--- config.mk ---
export PLATFORM = sky130hd
export DESIGN_NAME = arrow_key_escape_recognizer
export DESIGN_NICKNAME = d
export VERILOG_FILES = /design/src/rtl/akr_pkg.sv /design/src/rtl/arrow_key_escape_recognizer.sv /design/src/rtl/akr_recog.sv /design/src/rtl/akr_fifo.sv
export SDC_FILE = /design/constraint.sdc
export NUM_CORES = 2
export LEC_CHECK = 0
export BUFFER_PORTS_ARGS = -buffer_cell sky130_fd_sc_hd__clkbuf_2
export CORE_AREA = 8 8 428 430
export CTS_CLUSTER_DIAMETER = 150
export CTS_CLUSTER_SIZE = 8
export DETAILED_ROUTE_END_ITERATION = 6
export DIE_AREA = 0 0 436 438
export GPL_TIMING_DRIVEN = 0
export PLACE_DENSITY = 0.68
export SLEW_MARGIN = 10
export SYNTH_ARGS = -nofsm -noshare
export SYNTH_HDL_FRONTEND = slang
export SYNTH_SLANG_ARGS = --single-unit
--- constraint.sdc ---
create_clock -name clock -period 9.9 [get_ports clock]
set_clock_uncertainty 0.2 [all_clocks]
set_input_delay 2.475 -clock clock [delete_from_list [all_inputs] [get_ports clock]]
set_output_delay 2.475 -clock clock [all_outputs]
set_load 0.01 [all_outputs]
--- src/rtl/akr_pkg.sv ---
// Shared constants, types and helpers of the arrow-key escape recogniser.
package akr_pkg;

   // Bytes of the cursor sequences ESC '[' 'A'..'D'.
   localparam logic [7:0] ESC_BYTE     = 8'h1B;
   localparam logic [7:0] BRACKET_BYTE = 8'h5B;
   localparam logic [7:0] FINAL_BASE   = 8'h41;

   // Request action codes.
   localparam logic ACT_CHAR = 1'b0;
   localparam logic ACT_POP  = 1'b1;

   // Key codes reported on the result channel.
   localparam logic [2:0] KEY_UP    = 3'd0;
   localparam logic [2:0] KEY_DOWN  = 3'd1;
   localparam logic [2:0] KEY_RIGHT = 3'd2;
   localparam logic [2:0] KEY_LEFT  = 3'd3;
   localparam logic [2:0] KEY_NONE  = 3'd4;

   // Character lengths with a meaning of their own.
   localparam logic [2:0] LEN_TIMEOUT = 3'd0;
   localparam logic [2:0] LEN_SINGLE  = 3'd1;

   // One stored character: length above its bytes.
   typedef struct packed {
      logic [2:0]  len;
      logic [31:0] bytes;
   } entry_type;

   // Characters that one event pushes: some pending bytes, then perhaps the current one.
   typedef struct packed {
      logic [1:0] n_pend;
      logic       with_cur;
      entry_type  cur;
   } push_req_type;

   // Outcome of a character event for the recognition attempt.
   typedef struct packed {
      logic       decided;
      logic [2:0] key;
   } verdict_type;

   // Byte that candidate cand expects at position pos of its sequence.
   function automatic logic [7:0] expected_byte(input logic [1:0] cand, input logic [1:0] pos);
      logic [7:0] result;
      case (pos)
         2'd0:    result = ESC_BYTE;
         2'd1:    result = BRACKET_BYTE;
         default: result = FINAL_BASE + {6'd0, cand};
      endcase
      return result;
   endfunction

endpackage

--- src/rtl/arrow_key_escape_recognizer.sv ---
// Top level of the arrow-key escape recogniser with its character FIFO.
//
//   Channel | Prefix | Direction | Transaction
//   --------+--------+-----------+-------------------------------------------------
//   request | req_   | in        | character event (action 0) or pop (action 1)
//   result  | rsp_   | out       | one result per request: verdict, popped char, fill
//
// A request is accepted in any cycle in which the FIFO write sequencer is idle and the
// result side can take another transaction; its result passes through stage one and
// then the output register to rsp_. The FIFO memory has one write port: a transaction
// that pushes more than one character (up to four) keeps req_ready low while the rest
// of its entries are written, so the rate is one request per cycle only without such
// pushes and while the result side keeps up. Reset is synchronous and active high; it
// empties the FIFO and restarts recognition, with no clearing pass over the memory.
// A stalled result holds in the output register while one more request can still be taken.
module arrow_key_escape_recognizer
   import akr_pkg::*;
#(
   parameter int FIFO_DEPTH = 64
) (
   input  logic        clock,
   input  logic        reset,
   input  logic        req_valid,
   output logic        req_ready,
   input  logic        req_action,
   input  logic [31:0] req_char_bytes,
   input  logic [2:0]  req_char_length,
   output logic        rsp_valid,
   input  logic        rsp_ready,
   output logic        rsp_decided,
   output logic [2:0]  rsp_key_code,
   output logic [31:0] rsp_popped_bytes,
   output logic [2:0]  rsp_popped_length,
   output logic        rsp_overflow,
   output logic [6:0]  rsp_fill_level
);

   push_req_type    push_req;
   verdict_type     verdict;
   logic [2:0][7:0] pend_bytes;
   entry_type       rd_data;
   logic            accept, wr_busy, fifo_overflow, pop_hit, out_free, s1_move;
   logic [6:0]      fill_level;

   // Stage one holds the verdict while the memory read of a pop completes.
   logic            s1_valid_ff, s1_valid_in;
   logic            s1_decided_ff;
   logic [2:0]      s1_key_ff;
   logic            s1_ovf_ff;
   logic            s1_hit_ff;
   logic [6:0]      s1_fill_ff;

   // Output register.
   logic            rsp_valid_ff, rsp_valid_in;
   logic            rsp_decided_ff;
   logic [2:0]      rsp_key_ff;
   logic [31:0]     rsp_bytes_ff;
   logic [2:0]      rsp_length_ff;
   logic            rsp_ovf_ff;
   logic [6:0]      rsp_fill_ff;

   akr_recog u_recog (
      .clock       (clock),
      .reset       (reset),
      .accept      (accept),
      .action      (req_action),
      .char_bytes  (req_char_bytes),
      .char_length (req_char_length),
      .push_req    (push_req),
      .verdict     (verdict),
      .pend_bytes  (pend_bytes)
   );

   akr_fifo #(
      .FIFO_DEPTH (FIFO_DEPTH)
   ) u_fifo (
      .clock      (clock),
      .reset      (reset),
      .accept     (accept),
      .action     (req_action),
      .push_req   (push_req),
      .pend_bytes (pend_bytes),
      .wr_busy    (wr_busy),
      .overflow   (fifo_overflow),
      .pop_hit    (pop_hit),
      .fill_level (fill_level),
      .rd_data    (rd_data)
   );

   // The output register frees up when empty or when its transaction is being taken.
   assign out_free  = !rsp_valid_ff || rsp_ready;
   assign s1_move   = s1_valid_ff && out_free;
   assign req_ready = !wr_busy && (!s1_valid_ff || out_free);
   assign accept    = req_valid && req_ready;

   always_comb begin
      if (accept)       s1_valid_in = 1'b1;
      else if (s1_move) s1_valid_in = 1'b0;
      else              s1_valid_in = s1_valid_ff;

      if (s1_move)        rsp_valid_in = 1'b1;
      else if (rsp_ready) rsp_valid_in = 1'b0;
      else                rsp_valid_in = rsp_valid_ff;
   end

   always_ff @(posedge clock) begin
      if (reset) begin
         s1_valid_ff  <= 1'b0;
         rsp_valid_ff <= 1'b0;
      end else begin
         s1_valid_ff  <= s1_valid_in;
         rsp_valid_ff <= rsp_valid_in;
      end
   end

   always_ff @(posedge clock) begin
      if (accept) begin
         s1_decided_ff <= verdict.decided;
         s1_key_ff     <= verdict.key;
         s1_ovf_ff     <= fifo_overflow;
         s1_hit_ff     <= pop_hit;
         s1_fill_ff    <= fill_level;
      end
      if (s1_move) begin
         rsp_decided_ff <= s1_decided_ff;
         rsp_key_ff     <= s1_key_ff;
         rsp_ovf_ff     <= s1_ovf_ff;
         rsp_fill_ff    <= s1_fill_ff;
         rsp_bytes_ff   <= s1_hit_ff ? rd_data.bytes : 32'd0;
         rsp_length_ff  <= s1_hit_ff ? rd_data.len : LEN_TIMEOUT;
      end
   end

   assign rsp_valid         = rsp_valid_ff;
   assign rsp_decided       = rsp_decided_ff;
   assign rsp_key_code      = rsp_key_ff;
   assign rsp_popped_bytes  = rsp_bytes_ff;
   assign rsp_popped_length = rsp_length_ff;
   assign rsp_overflow      = rsp_ovf_ff;
   assign rsp_fill_level    = rsp_fill_ff;

   // A popped character never comes with a verdict, since pops leave recognition alone.
   ap_pop_has_no_verdict: assert property (@(posedge clock) disable iff (reset)
      rsp_valid && rsp_popped_length != LEN_TIMEOUT |-> !rsp_decided && rsp_key_code == KEY_NONE)
      else $error("popped character reported together with a verdict");

   // Only an event that ends an attempt can push, so only such an event can overflow.
   ap_overflow_is_decided: assert property (@(posedge clock) disable iff (reset)
      rsp_valid && rsp_overflow |-> rsp_decided)
      else $error("overflow reported without an ended attempt");

   // An accepted pop always lands in stage one without a verdict.
   ap_pop_into_stage: assert property (@(posedge clock) disable iff (reset)
      accept && req_action == ACT_POP |=> s1_valid_ff && !s1_decided_ff)
      else $error("accepted pop did not enter the read stage");

endmodule

--- src/rtl/akr_recog.sv ---
// Sequence recogniser: candidate mask, pending bytes and the verdict of each event.
module akr_recog
   import akr_pkg::*;
(
   input  logic              clock,
   input  logic              reset,
   input  logic              accept,
   input  logic              action,
   input  logic [31:0]       char_bytes,
   input  logic [2:0]        char_length,
   output push_req_type      push_req,
   output verdict_type       verdict,
   output logic [2:0][7:0]   pend_bytes
);

   logic [3:0]      mask_ff, mask_in;
   logic [1:0]      count_ff, count_in;
   logic [2:0][7:0] pend_ff, pend_in;

   always_comb begin
      logic [7:0] cur_byte;
      logic [3:0] new_mask;
      logic       has_char;
      cur_byte = char_bytes[7:0];
      has_char = (char_length != LEN_TIMEOUT);
      mask_in  = mask_ff;
      count_in = count_ff;
      pend_in  = pend_ff;
      push_req = '0;
      verdict  = '{decided: 1'b0, key: KEY_NONE};
      new_mask = '0;
      for (int c = 0; c < 4; c++) begin
         if (count_ff != 2'd3 && cur_byte != 8'd0 && mask_ff[c] &&
             expected_byte(2'(c), count_ff) == cur_byte) begin
            new_mask[c] = 1'b1;
         end
      end
      if (action == ACT_CHAR) begin
         if (char_length != LEN_SINGLE) begin
            // A timeout or a multi-byte character closes the attempt.
            verdict.decided   = 1'b1;
            push_req.with_cur = has_char;
            push_req.cur      = '{len: char_length, bytes: char_bytes};
            if (count_ff == 2'd3 && mask_ff != 4'd0) begin
               if (mask_ff[0])      verdict.key = KEY_UP;
               else if (mask_ff[1]) verdict.key = KEY_DOWN;
               else if (mask_ff[2]) verdict.key = KEY_RIGHT;
               else                 verdict.key = KEY_LEFT;
            end else begin
               push_req.n_pend = count_ff;
            end
            mask_in  = 4'hF;
            count_in = 2'd0;
         end else if (new_mask == 4'd0) begin
            // Mismatch: everything pending goes out as text with this byte.
            verdict.decided   = 1'b1;
            push_req.n_pend   = count_ff;
            push_req.with_cur = 1'b1;
            push_req.cur      = '{len: LEN_SINGLE, bytes: {24'd0, cur_byte}};
            mask_in           = 4'hF;
            count_in          = 2'd0;
         end else begin
            mask_in = new_mask;
            for (int i = 0; i < 3; i++) begin
               if (count_ff == 2'(i)) pend_in[i] = cur_byte;
            end
            count_in = count_ff + 2'd1;
         end
      end
   end

   always_ff @(posedge clock) begin
      if (reset) begin
         mask_ff  <= 4'hF;
         count_ff <= 2'd0;
      end else if (accept) begin
         mask_ff  <= mask_in;
         count_ff <= count_in;
      end
   end

   always_ff @(posedge clock) begin
      if (accept) pend_ff <= pend_in;
   end

   assign pend_bytes = pend_ff;

endmodule

--- src/rtl/akr_fifo.sv ---
// Character FIFO: storage memory, pointers, fill count and the push write sequencer.
module akr_fifo
   import akr_pkg::*;
#(
   parameter int FIFO_DEPTH = 64
) (
   input  logic            clock,
   input  logic            reset,
   input  logic            accept,
   input  logic            action,
   input  push_req_type    push_req,
   input  logic [2:0][7:0] pend_bytes,
   output logic            wr_busy,
   output logic            overflow,
   output logic            pop_hit,
   output logic [6:0]      fill_level,
   output entry_type       rd_data
);

   localparam int AW = $clog2(FIFO_DEPTH);
   localparam int FW = $clog2(FIFO_DEPTH + 1);

   entry_type       mem [FIFO_DEPTH];
   entry_type       rd_data_ff;
   logic [AW-1:0]   head_ff, head_in;
   logic [AW-1:0]   tail_ff, tail_in;
   logic [FW-1:0]   fill_ff, fill_in;
   logic [1:0]      wq_left_ff, wq_left_in;
   logic [1:0]      wq_idx_ff, wq_idx_in;
   logic [1:0]      wq_npend_ff;
   entry_type       wq_cur_ff;
   logic [2:0]      push_n;
   logic            push_go, pop_go, fits, wr_en;
   logic [AW-1:0]   wr_addr;
   entry_type       wr_data;

   function automatic logic [AW-1:0] next_ptr(input logic [AW-1:0] ptr);
      return (ptr == AW'(FIFO_DEPTH - 1)) ? '0 : ptr + AW'(1);
   endfunction

   // Entry idx of a push: pending bytes first, then the current character.
   function automatic entry_type pick(input logic [1:0] idx, input logic [1:0] np,
                                      input logic [2:0][7:0] pb, input entry_type cur);
      entry_type result;
      if (idx < np) result = '{len: LEN_SINGLE, bytes: {24'd0, pb[idx]}};
      else          result = cur;
      return result;
   endfunction

   always_comb begin
      logic [FW:0] room_sum;
      push_n   = {1'b0, push_req.n_pend} + {2'd0, push_req.with_cur};
      room_sum = (FW+1)'(fill_ff) + (FW+1)'(push_n);
      fits     = (room_sum <= (FW+1)'(FIFO_DEPTH));
      push_go  = accept && (action == ACT_CHAR) && fits && (push_n != 3'd0);
      overflow = accept && (action == ACT_CHAR) && !fits;
      pop_go   = accept && (action == ACT_POP) && (fill_ff != '0);

      wr_en      = 1'b0;
      wr_addr    = tail_ff;
      wr_data    = push_req.cur;
      wq_left_in = wq_left_ff;
      wq_idx_in  = wq_idx_ff;
      if (push_go) begin
         // The first entry is written at the accepting edge itself.
         wr_en      = 1'b1;
         wr_data    = pick(2'd0, push_req.n_pend, pend_bytes, push_req.cur);
         wq_left_in = 2'(push_n - 3'd1);
         wq_idx_in  = 2'd1;
      end else if (wq_left_ff != 2'd0) begin
         wr_en      = 1'b1;
         wr_data    = pick(wq_idx_ff, wq_npend_ff, pend_bytes, wq_cur_ff);
         wq_left_in = wq_left_ff - 2'd1;
         wq_idx_in  = wq_idx_ff + 2'd1;
      end

      tail_in = wr_en ? next_ptr(tail_ff) : tail_ff;
      head_in = pop_go ? next_ptr(head_ff) : head_ff;
      if (push_go)     fill_in = fill_ff + FW'(push_n);
      else if (pop_go) fill_in = fill_ff - FW'(1);
      else             fill_in = fill_ff;
   end

   always_ff @(posedge clock) begin
      if (reset) begin
         head_ff    <= '0;
         tail_ff    <= '0;
         fill_ff    <= '0;
         wq_left_ff <= 2'd0;
         wq_idx_ff  <= 2'd0;
      end else begin
         head_ff    <= head_in;
         tail_ff    <= tail_in;
         fill_ff    <= fill_in;
         wq_left_ff <= wq_left_in;
         wq_idx_ff  <= wq_idx_in;
      end
   end

   always_ff @(posedge clock) begin
      if (push_go) begin
         wq_npend_ff <= push_req.n_pend;
         wq_cur_ff   <= push_req.cur;
      end
   end

   always_ff @(posedge clock) begin
      if (wr_en)  mem[wr_addr] <= wr_data;
      if (pop_go) rd_data_ff   <= mem[head_ff];
   end

   assign wr_busy    = (wq_left_ff != 2'd0);
   assign pop_hit    = pop_go;
   assign fill_level = 7'(fill_in);
   assign rd_data    = rd_data_ff;

   ap_fill_bound: assert property (@(posedge clock) disable iff (reset)
      fill_ff <= FW'(FIFO_DEPTH))
      else $error("FIFO fill count exceeds its depth");

   ap_no_read_of_unwritten: assert property (@(posedge clock) disable iff (reset)
      pop_go |-> !(wr_en && wr_addr == head_ff))
      else $error("pop reads an entry that is being written in the same cycle");

endmodule

**After elaboration in Yosys (flattened, before gate mapping)**

Memories as Yosys holds them, arrays and structs flattened. A register that Yosys moved wholly into a read port is not among the register bits.
Cells that the tools add are included.

- Magnitude comparators: 4
- Reductions and logical operators: 44
- Bitwise logic cells: 4
- $add $sub $neg: 10
- Mux-type cells: 43
- Equality and inequality tests: 11

Operators by type and width:

| cell | count |
|---|---|
| $mux 35 | 4 |
| $mux 38 | 3 |
| $pmux 7 s2 | 4 |
| $eq 7x8->1 | 4 |
| $logic_and 1x1->1 | 19 |
| $mux 1 | 17 |
| $bmux 8 s2 | 1 |
| $reduce_and 5->1 | 3 |
| $mux 7 | 2 |
| $add 6x1->6 const B | 2 |
| $eq 6x6->1 const B | 2 |
| $mux 6 | 2 |
| $mux 2 | 5 |
| $add 7x3->8 | 1 |
| $le 8x7->1 const B | 1 |
| $mux 4 | 2 |
| $mux 8 | 1 |
| $reduce_bool 2->1 | 4 |
| $reduce_bool 8->1 | 1 |
| $add 7x3->7 | 1 |
| $reduce_bool 7->1 | 1 |
| $sub 7x1->7 const B | 1 |
| $mux 3 | 2 |
| $reduce_bool 3->1 | 2 |
| other kinds (21) | 31 |

- Memories kept: 1
- Flip-flop bits (word level): 152
- Word-level logic and storage cells: 146
- Bits in writable memories: 2240
- Output and inout port bits: 49
- Input port bits: 40

Memories:

| name | depth | width | read ports | clocked after memory_dff | write ports | RTL line | RTL |
|---|---|---|---|---|---|---|---|
| u_fifo.mem | 64 | 35 | 1 | 1 | 1 | akr_fifo.sv:23 | `entry_type mem [FIFO_DEPTH];` |

**Longest topological paths before layout**

- Depth in word-level cells: 17
- Depth in mapped cells: 21
- Mapped depth without buffers: 20

**Cells and area by module**

Synthesis repeated with hierarchy kept, for this count alone.

- Cells, all modules: 3924
- Area total of the unflattened synthesis: 93392.1 um2

By module, submodules not included:

| module | area each (um2) | instances | cells an instance | seq. area each (um2) |
|---|---|---|---|---|
| akr_fifo | 89629.7 | 1 | 3670 | 69887.0 |
| arrow_key_escape_recognizer | 2172.1 | 1 | 108 | 1841.8 |
| akr_recog | 1590.3 | 1 | 146 | 840.8 |

**Worst setup path before layout**

No wires, ideal clock.

- Kind: input to register
- From: input port req_char_bytes[0]
- To: memory u_fifo.mem[27][0] in the netlist's numbering, enable pin
- Stages: 19
- Arrival time: 8.019 ns
- Setup time: 0.427 ns
- Slack: 1.253 ns
- Path buffers: 3
- Data required time: 9.273 ns
- Cell sequence: buf_2 or4b_4 o31a_1 a41o_1 o31ai_4 clkbuf_1 o31a_1 ha_1 ha_1 inv_1 fa_1 nor2b_1 o2111a_1 a32o_1 o21ai_1 clkbuf_1 a21oi_1 nand3_1 nor2_1

- Word-level cells in the longest chain between the ends: 17
- Elaborated cells between the ends (all ways): 31
- Those cells by class: add/sub (2); order compare (1); eq/ne (4); mux (10); reduce/logical (14)

Ends and longest elaborated chain:

| element | RTL line | RTL |
|---|---|---|
| start: declaration | arrow_key_escape_recognizer.sv:26 | `input logic [31:0] req_char_bytes,` |
| $reduce_bool 8->1 | akr_recog.sv:33 | `if (count_ff != 2'd3 && cur_byte != 8'd0 && mask_ff[c] &&` |
| $logic_and 1x1->1 (3 in series) | akr_recog.sv:33 |  |
| $mux 1 | akr_recog.sv:33 |  |
| $logic_not 4->1 * | akr_recog.sv:54 | `end else if (new_mask == 4'd0) begin` |
| $mux 38 * | akr_recog.sv:54 |  |
| $mux 38 * | akr_recog.sv:39 | `if (char_length != LEN_SINGLE) begin` |
| $mux 38 * | akr_recog.sv:38 | `if (action == ACT_CHAR) begin` |
| $add 2x1->3 * | akr_fifo.sv:52 | `push_n = {1'b0, push_req.n_pend} + {2'd0, push_req.with_cur};` |
| $add 7x3->8 | akr_fifo.sv:53 | `room_sum = (FW+1)'(fill_ff) + (FW+1)'(push_n);` |
| $le 8x7->1 | akr_fifo.sv:54 | `fits = (room_sum <= (FW+1)'(FIFO_DEPTH));` |
| $logic_and 1x1->1 | akr_fifo.sv:55 | `push_go = accept && (action == ACT_CHAR) && fits && (push_n != 3'd0);` |
| $logic_and 1x1->1 * | akr_fifo.sv:55 |  |
| $mux 1 * | akr_fifo.sv:64 | `if (push_go) begin` |
| $mux 1 * | akr_fifo.sv:108 | `if (wr_en) mem[wr_addr] <= wr_data;` |
| $mux 1 (not written as such) * | akr_fifo.sv:108 |  |
| end: declaration | akr_fifo.sv:23 |  |

Mark *: on every way between the ends. The rest lies on a longest branch, timed or not.

**Worst setup path after layout**

- From: input port req_char_bytes[0]
- To: memory u_fifo.mem[43][12] in the netlist's numbering, enable pin

Same word-level chain as after synthesis.

==> run_results.csv <==
group,metric,value,unit
run_status,status,"finished, final reports clean",
floorplanning,core,177000,sq um
worst_setup_path,critPathTopFamily,"simple AND/OR/NAND/NOR gates",
place,io_buffers,87,
timing,setup_viol,0,
synthesis,synthTopCellsByCount,"2,396 x edfxtp_1, 718 x mux4_2, 116 x clkbuf_1",
synthesis,async_flop_share,0,
timing,rsz0062_at_grt,"no",
floorplanning,rows,155,
worst_setup_path,arrival,9.78,ns
timing,hold_viol,0,
worst_setup_path,r2r_cells,21,
timing,fmax,107,MHz
synthesis,postSynthCellCount,3867,
cts,clkTransAtPathRegs,0.04,ns
floorplanning,die_w,436,um
synthesis,yosysTopAreaCell,"edfxtp_1",
layout,syn2layout_area_growth,17.8,%
synthesis,synthMuxAreaShare,0.178,
synthesis,yosysMostFrequentCell,"edfxtp_1",
cts,clockBufferDepth,4,
worst_hold_path,hp-class,"reg2reg",
drt,ant_nets,0,
power_and_ir_drop,ir_worst_vdd,0.000208,V
cts,ctsResizeCount,0,
synthesis,synth_top_area_share,0.774,
synthesis,synth_area,92900,sq um
worst_setup_path,start_kind,"input pin",
power_and_ir_drop,p_per_area,234,nW/um^2
floorplanning,die_area,191000,sq um
job,cap_violations,0,
cts,cts_sinks,2427,
synthesis,synth_top_family_by_area,"multiplexers",
grt,grt_pass1_wl,341000,um
cts,post-cts-setup-buffers,0,
synthesis,ys_ff_latch,2427,
place,dp_cells,6447,
cts,clockRootBuffer,"clkbuf_16",
layout,nFillCells,11700,
drt,vias,44900,
synthesis,synthSimpleGateAreaFrac,0.0162,
layout,fin_cells,6869,
timing,timing.final.ws_setup,0.536,ns
drt,firstDrtPassIters,7,
place,post-place-ws,-0.110,ns
synthesis,synth_area_leaders,"edfxtp_1 77%, mux4_2 17%, dfxtp_1 0.67%",
synthesis,synth-compound-area-share,0.0112,
place,dpl.hpwl,156000,um
drt,drc,0,
timing,min_period,9.36,ns
grt,grt_util_all_layers,0.249,
worst_setup_path,end_kind,"flip-flop",
synthesis,synth_xor_area_frac,0.00189,
synthesis,synth_warnings,0,
worst_setup_path,critical_path_class,"in2reg",
worst_setup_path,crit_chain,"clkbuf_2 > buf_2 > or4b_4 > o31a_1 > a41o_1 > o31ai_4 > clkbuf_1 > o31a_1 > ha_1 > ha_1 > inv_1 > fa_1 > xor2_1 > o2111ai_1 > a21oi_1 > o21ai_1 > clkbuf_1 > a21oi_1 > nand3_1 > nor2_4 > buf_16 > buf_16",
grt,grt_max_degree,65,
synthesis,synth_seq_area_share,0.781,
floorplanning,ioPinCount,89,
place,finalWeightedCongestion,0.839,
cts,cts-buffers-inserted,353,
worst_setup_path,max_stage_delay,0.92,ns
cts,cts_tree,"done",
floorplanning,start_util,0.525,
layout,nets,4503,
synthesis,synth_nets,3923,
layout,postLayoutCoreUtil,0.619,
cts,cts-htree-levels,5,
synthesis,synth.avg_cell_area,24.0,sq um
timing,whs,0.220,ns
worst_setup_path,crit_cells,22,
worst_setup_path,cp.required,10.32,ns
synthesis,synthAdderAreaFrac,0.00224,
drt,routed_via_density,6.54,
cts,worst_skew_pair.late_latency,0.93,ns
worst_setup_path,r2r_setup_slack,1.88,ns
synthesis,synth_edf_count,2396,
grt,grt_pass1_vias,46600,
timing,slew_headroom,0.106,
worst_setup_path,crit_buf_inv,7,
drt,drtIter0Drc,6365,
layout,multi_input_area,20000,sq um
layout,ff_latch_area,72600,sq um
drt,wl_per_cell,34.9,um
worst_setup_path,cp_slowest_cell,"nor2_4",
worst_setup_path,cp_max_fo,14,
layout,drive_above_1_share,0.327,
floorplanning,die-height,438,um
power_and_ir_drop,p_leak,33.7,nW
timing,period_share,0.946,
timing,tightest_slew,1.34,ns
cts,ctsHoldBuffers,0,
grt,grt-ovfl-total,0,
synthesis,ys.flop_type,"edfxtp_1",
timing,slew_viol_final,0,
drt,routed_wl,239000,um
worst_hold_path,whs_path_depth,0,
grt,grt_antenna_before_repair,15,
synthesis,synth_cell_types,63,
kinds of logic after synthesis:
logic type	Yosys count
compound gates	144
xor+xnor	20
fa+ha+maj	16
buf+inv	219
flops	2427
mux	752
simple gates	289
final timing paths:
check                                                       from                      endpoint
worst max-delay path                           req_char_bytes[0]  u_fifo.mem[43][12]$_DFFE_PP_
worst min-delay path                  s1_key_ff[0]$_SDFFCE_PP0P_     rsp_key_code[0]$_DFFE_PP_
worst max register to register  u_recog.count_ff[1]$_SDFFE_PP0P_  u_fifo.mem[43][12]$_DFFE_PP_
worst min register to register        s1_key_ff[0]$_SDFFCE_PP0P_     rsp_key_code[0]$_DFFE_PP_
per-layer routing:
metal  track usage  vias to the layer above  share of wire
met2         0.411                     2710           0.49
li1              -                    17700              -
met3        0.0595                      498          0.095
met5             0                        -       0.000063
met4        0.0884                        4          0.039
met1         0.327                    24000           0.37
final cells by class:
cell class,count,area share
Inverter,14,0.000480
Buffer,205,0.00783
Tap cell,2355,0.0269
Timing Repair Buffer,225,0.0341
Clock inverter,5,0.000457
Clock buffer,415,0.0846
Sequential cell,2427,0.663
Antenna cell,2,0.0000457
Multi-Input combinational cell,1221,0.183
layout by cell type, fill, tap and decap left out, types with 4 or more instances in the layout:
cell / instances
edfxtp_1: 2396
mux4_2: 718
clkbuf_16: 362
clkbuf_1: 158
clkbuf_2: 98
and2_1: 75
buf_16: 73
nor2_4: 64
buf_12: 64
buf_1: 49
nor2_1: 45
a21oi_1: 36
buf_2: 35
dfxtp_1: 31
mux2i_1: 28
nand2_1: 27
a22o_2: 26
a211oi_1: 25
nor2b_1: 21
ha_1: 15
inv_1: 13
xor2_1: 13
o21ai_0: 13
nand3b_1: 10
nand3_1: 10
nor3_1: 9
xnor2_1: 7
nand4_1: 7
a221o_2: 7
mux2_2: 6
and3_1: 5
a211o_1: 5
buf_6: 4
per-stage QoR:
stage | power [mW] | instance area (sq um) | setup TNS, ns
2_1_floorplan | 14.2 | 92900 | 0
3_3_place_gp | 15.3 | 96300 | -4630.95
3_5_place_dp | 15.4 | 100000 | -4.70
5_1_grt | 26.4 | 109000 | 0
6_report | 25.7 | 109000 | 0
4_1_cts | 25.8 | 109000 | 0
report_power, final:
group | switching [mW] | leakage (nW) | internal (mW)
Clock | 3.99 | 4.54 | 6.43
Combinational | 1.97 | 7.03 | 1.65
Sequential | 0.0637 | 22.2 | 11.6
registers in the layout (all words and copies together), names as in the netlist, 2 cells and up:
signal              cells
rsp_fill_level          7
rsp_key_code            3
rsp_popped_bytes       32
rsp_popped_length       3
s1_fill_ff              7
s1_key_ff               3
u_fifo.fill_ff          7
u_fifo.head_ff          6
u_fifo.mem           2240
u_fifo.rd_data         35
u_fifo.tail_ff          6
u_fifo.wq_cur_ff       35
u_fifo.wq_idx_ff        2
u_fifo.wq_left_ff       2
u_fifo.wq_npend_ff      2
u_recog.count_ff        2
u_recog.mask_ff         4
u_recog.pend_bytes     24
Note: power is estimated with default switching activity, not from simulation.
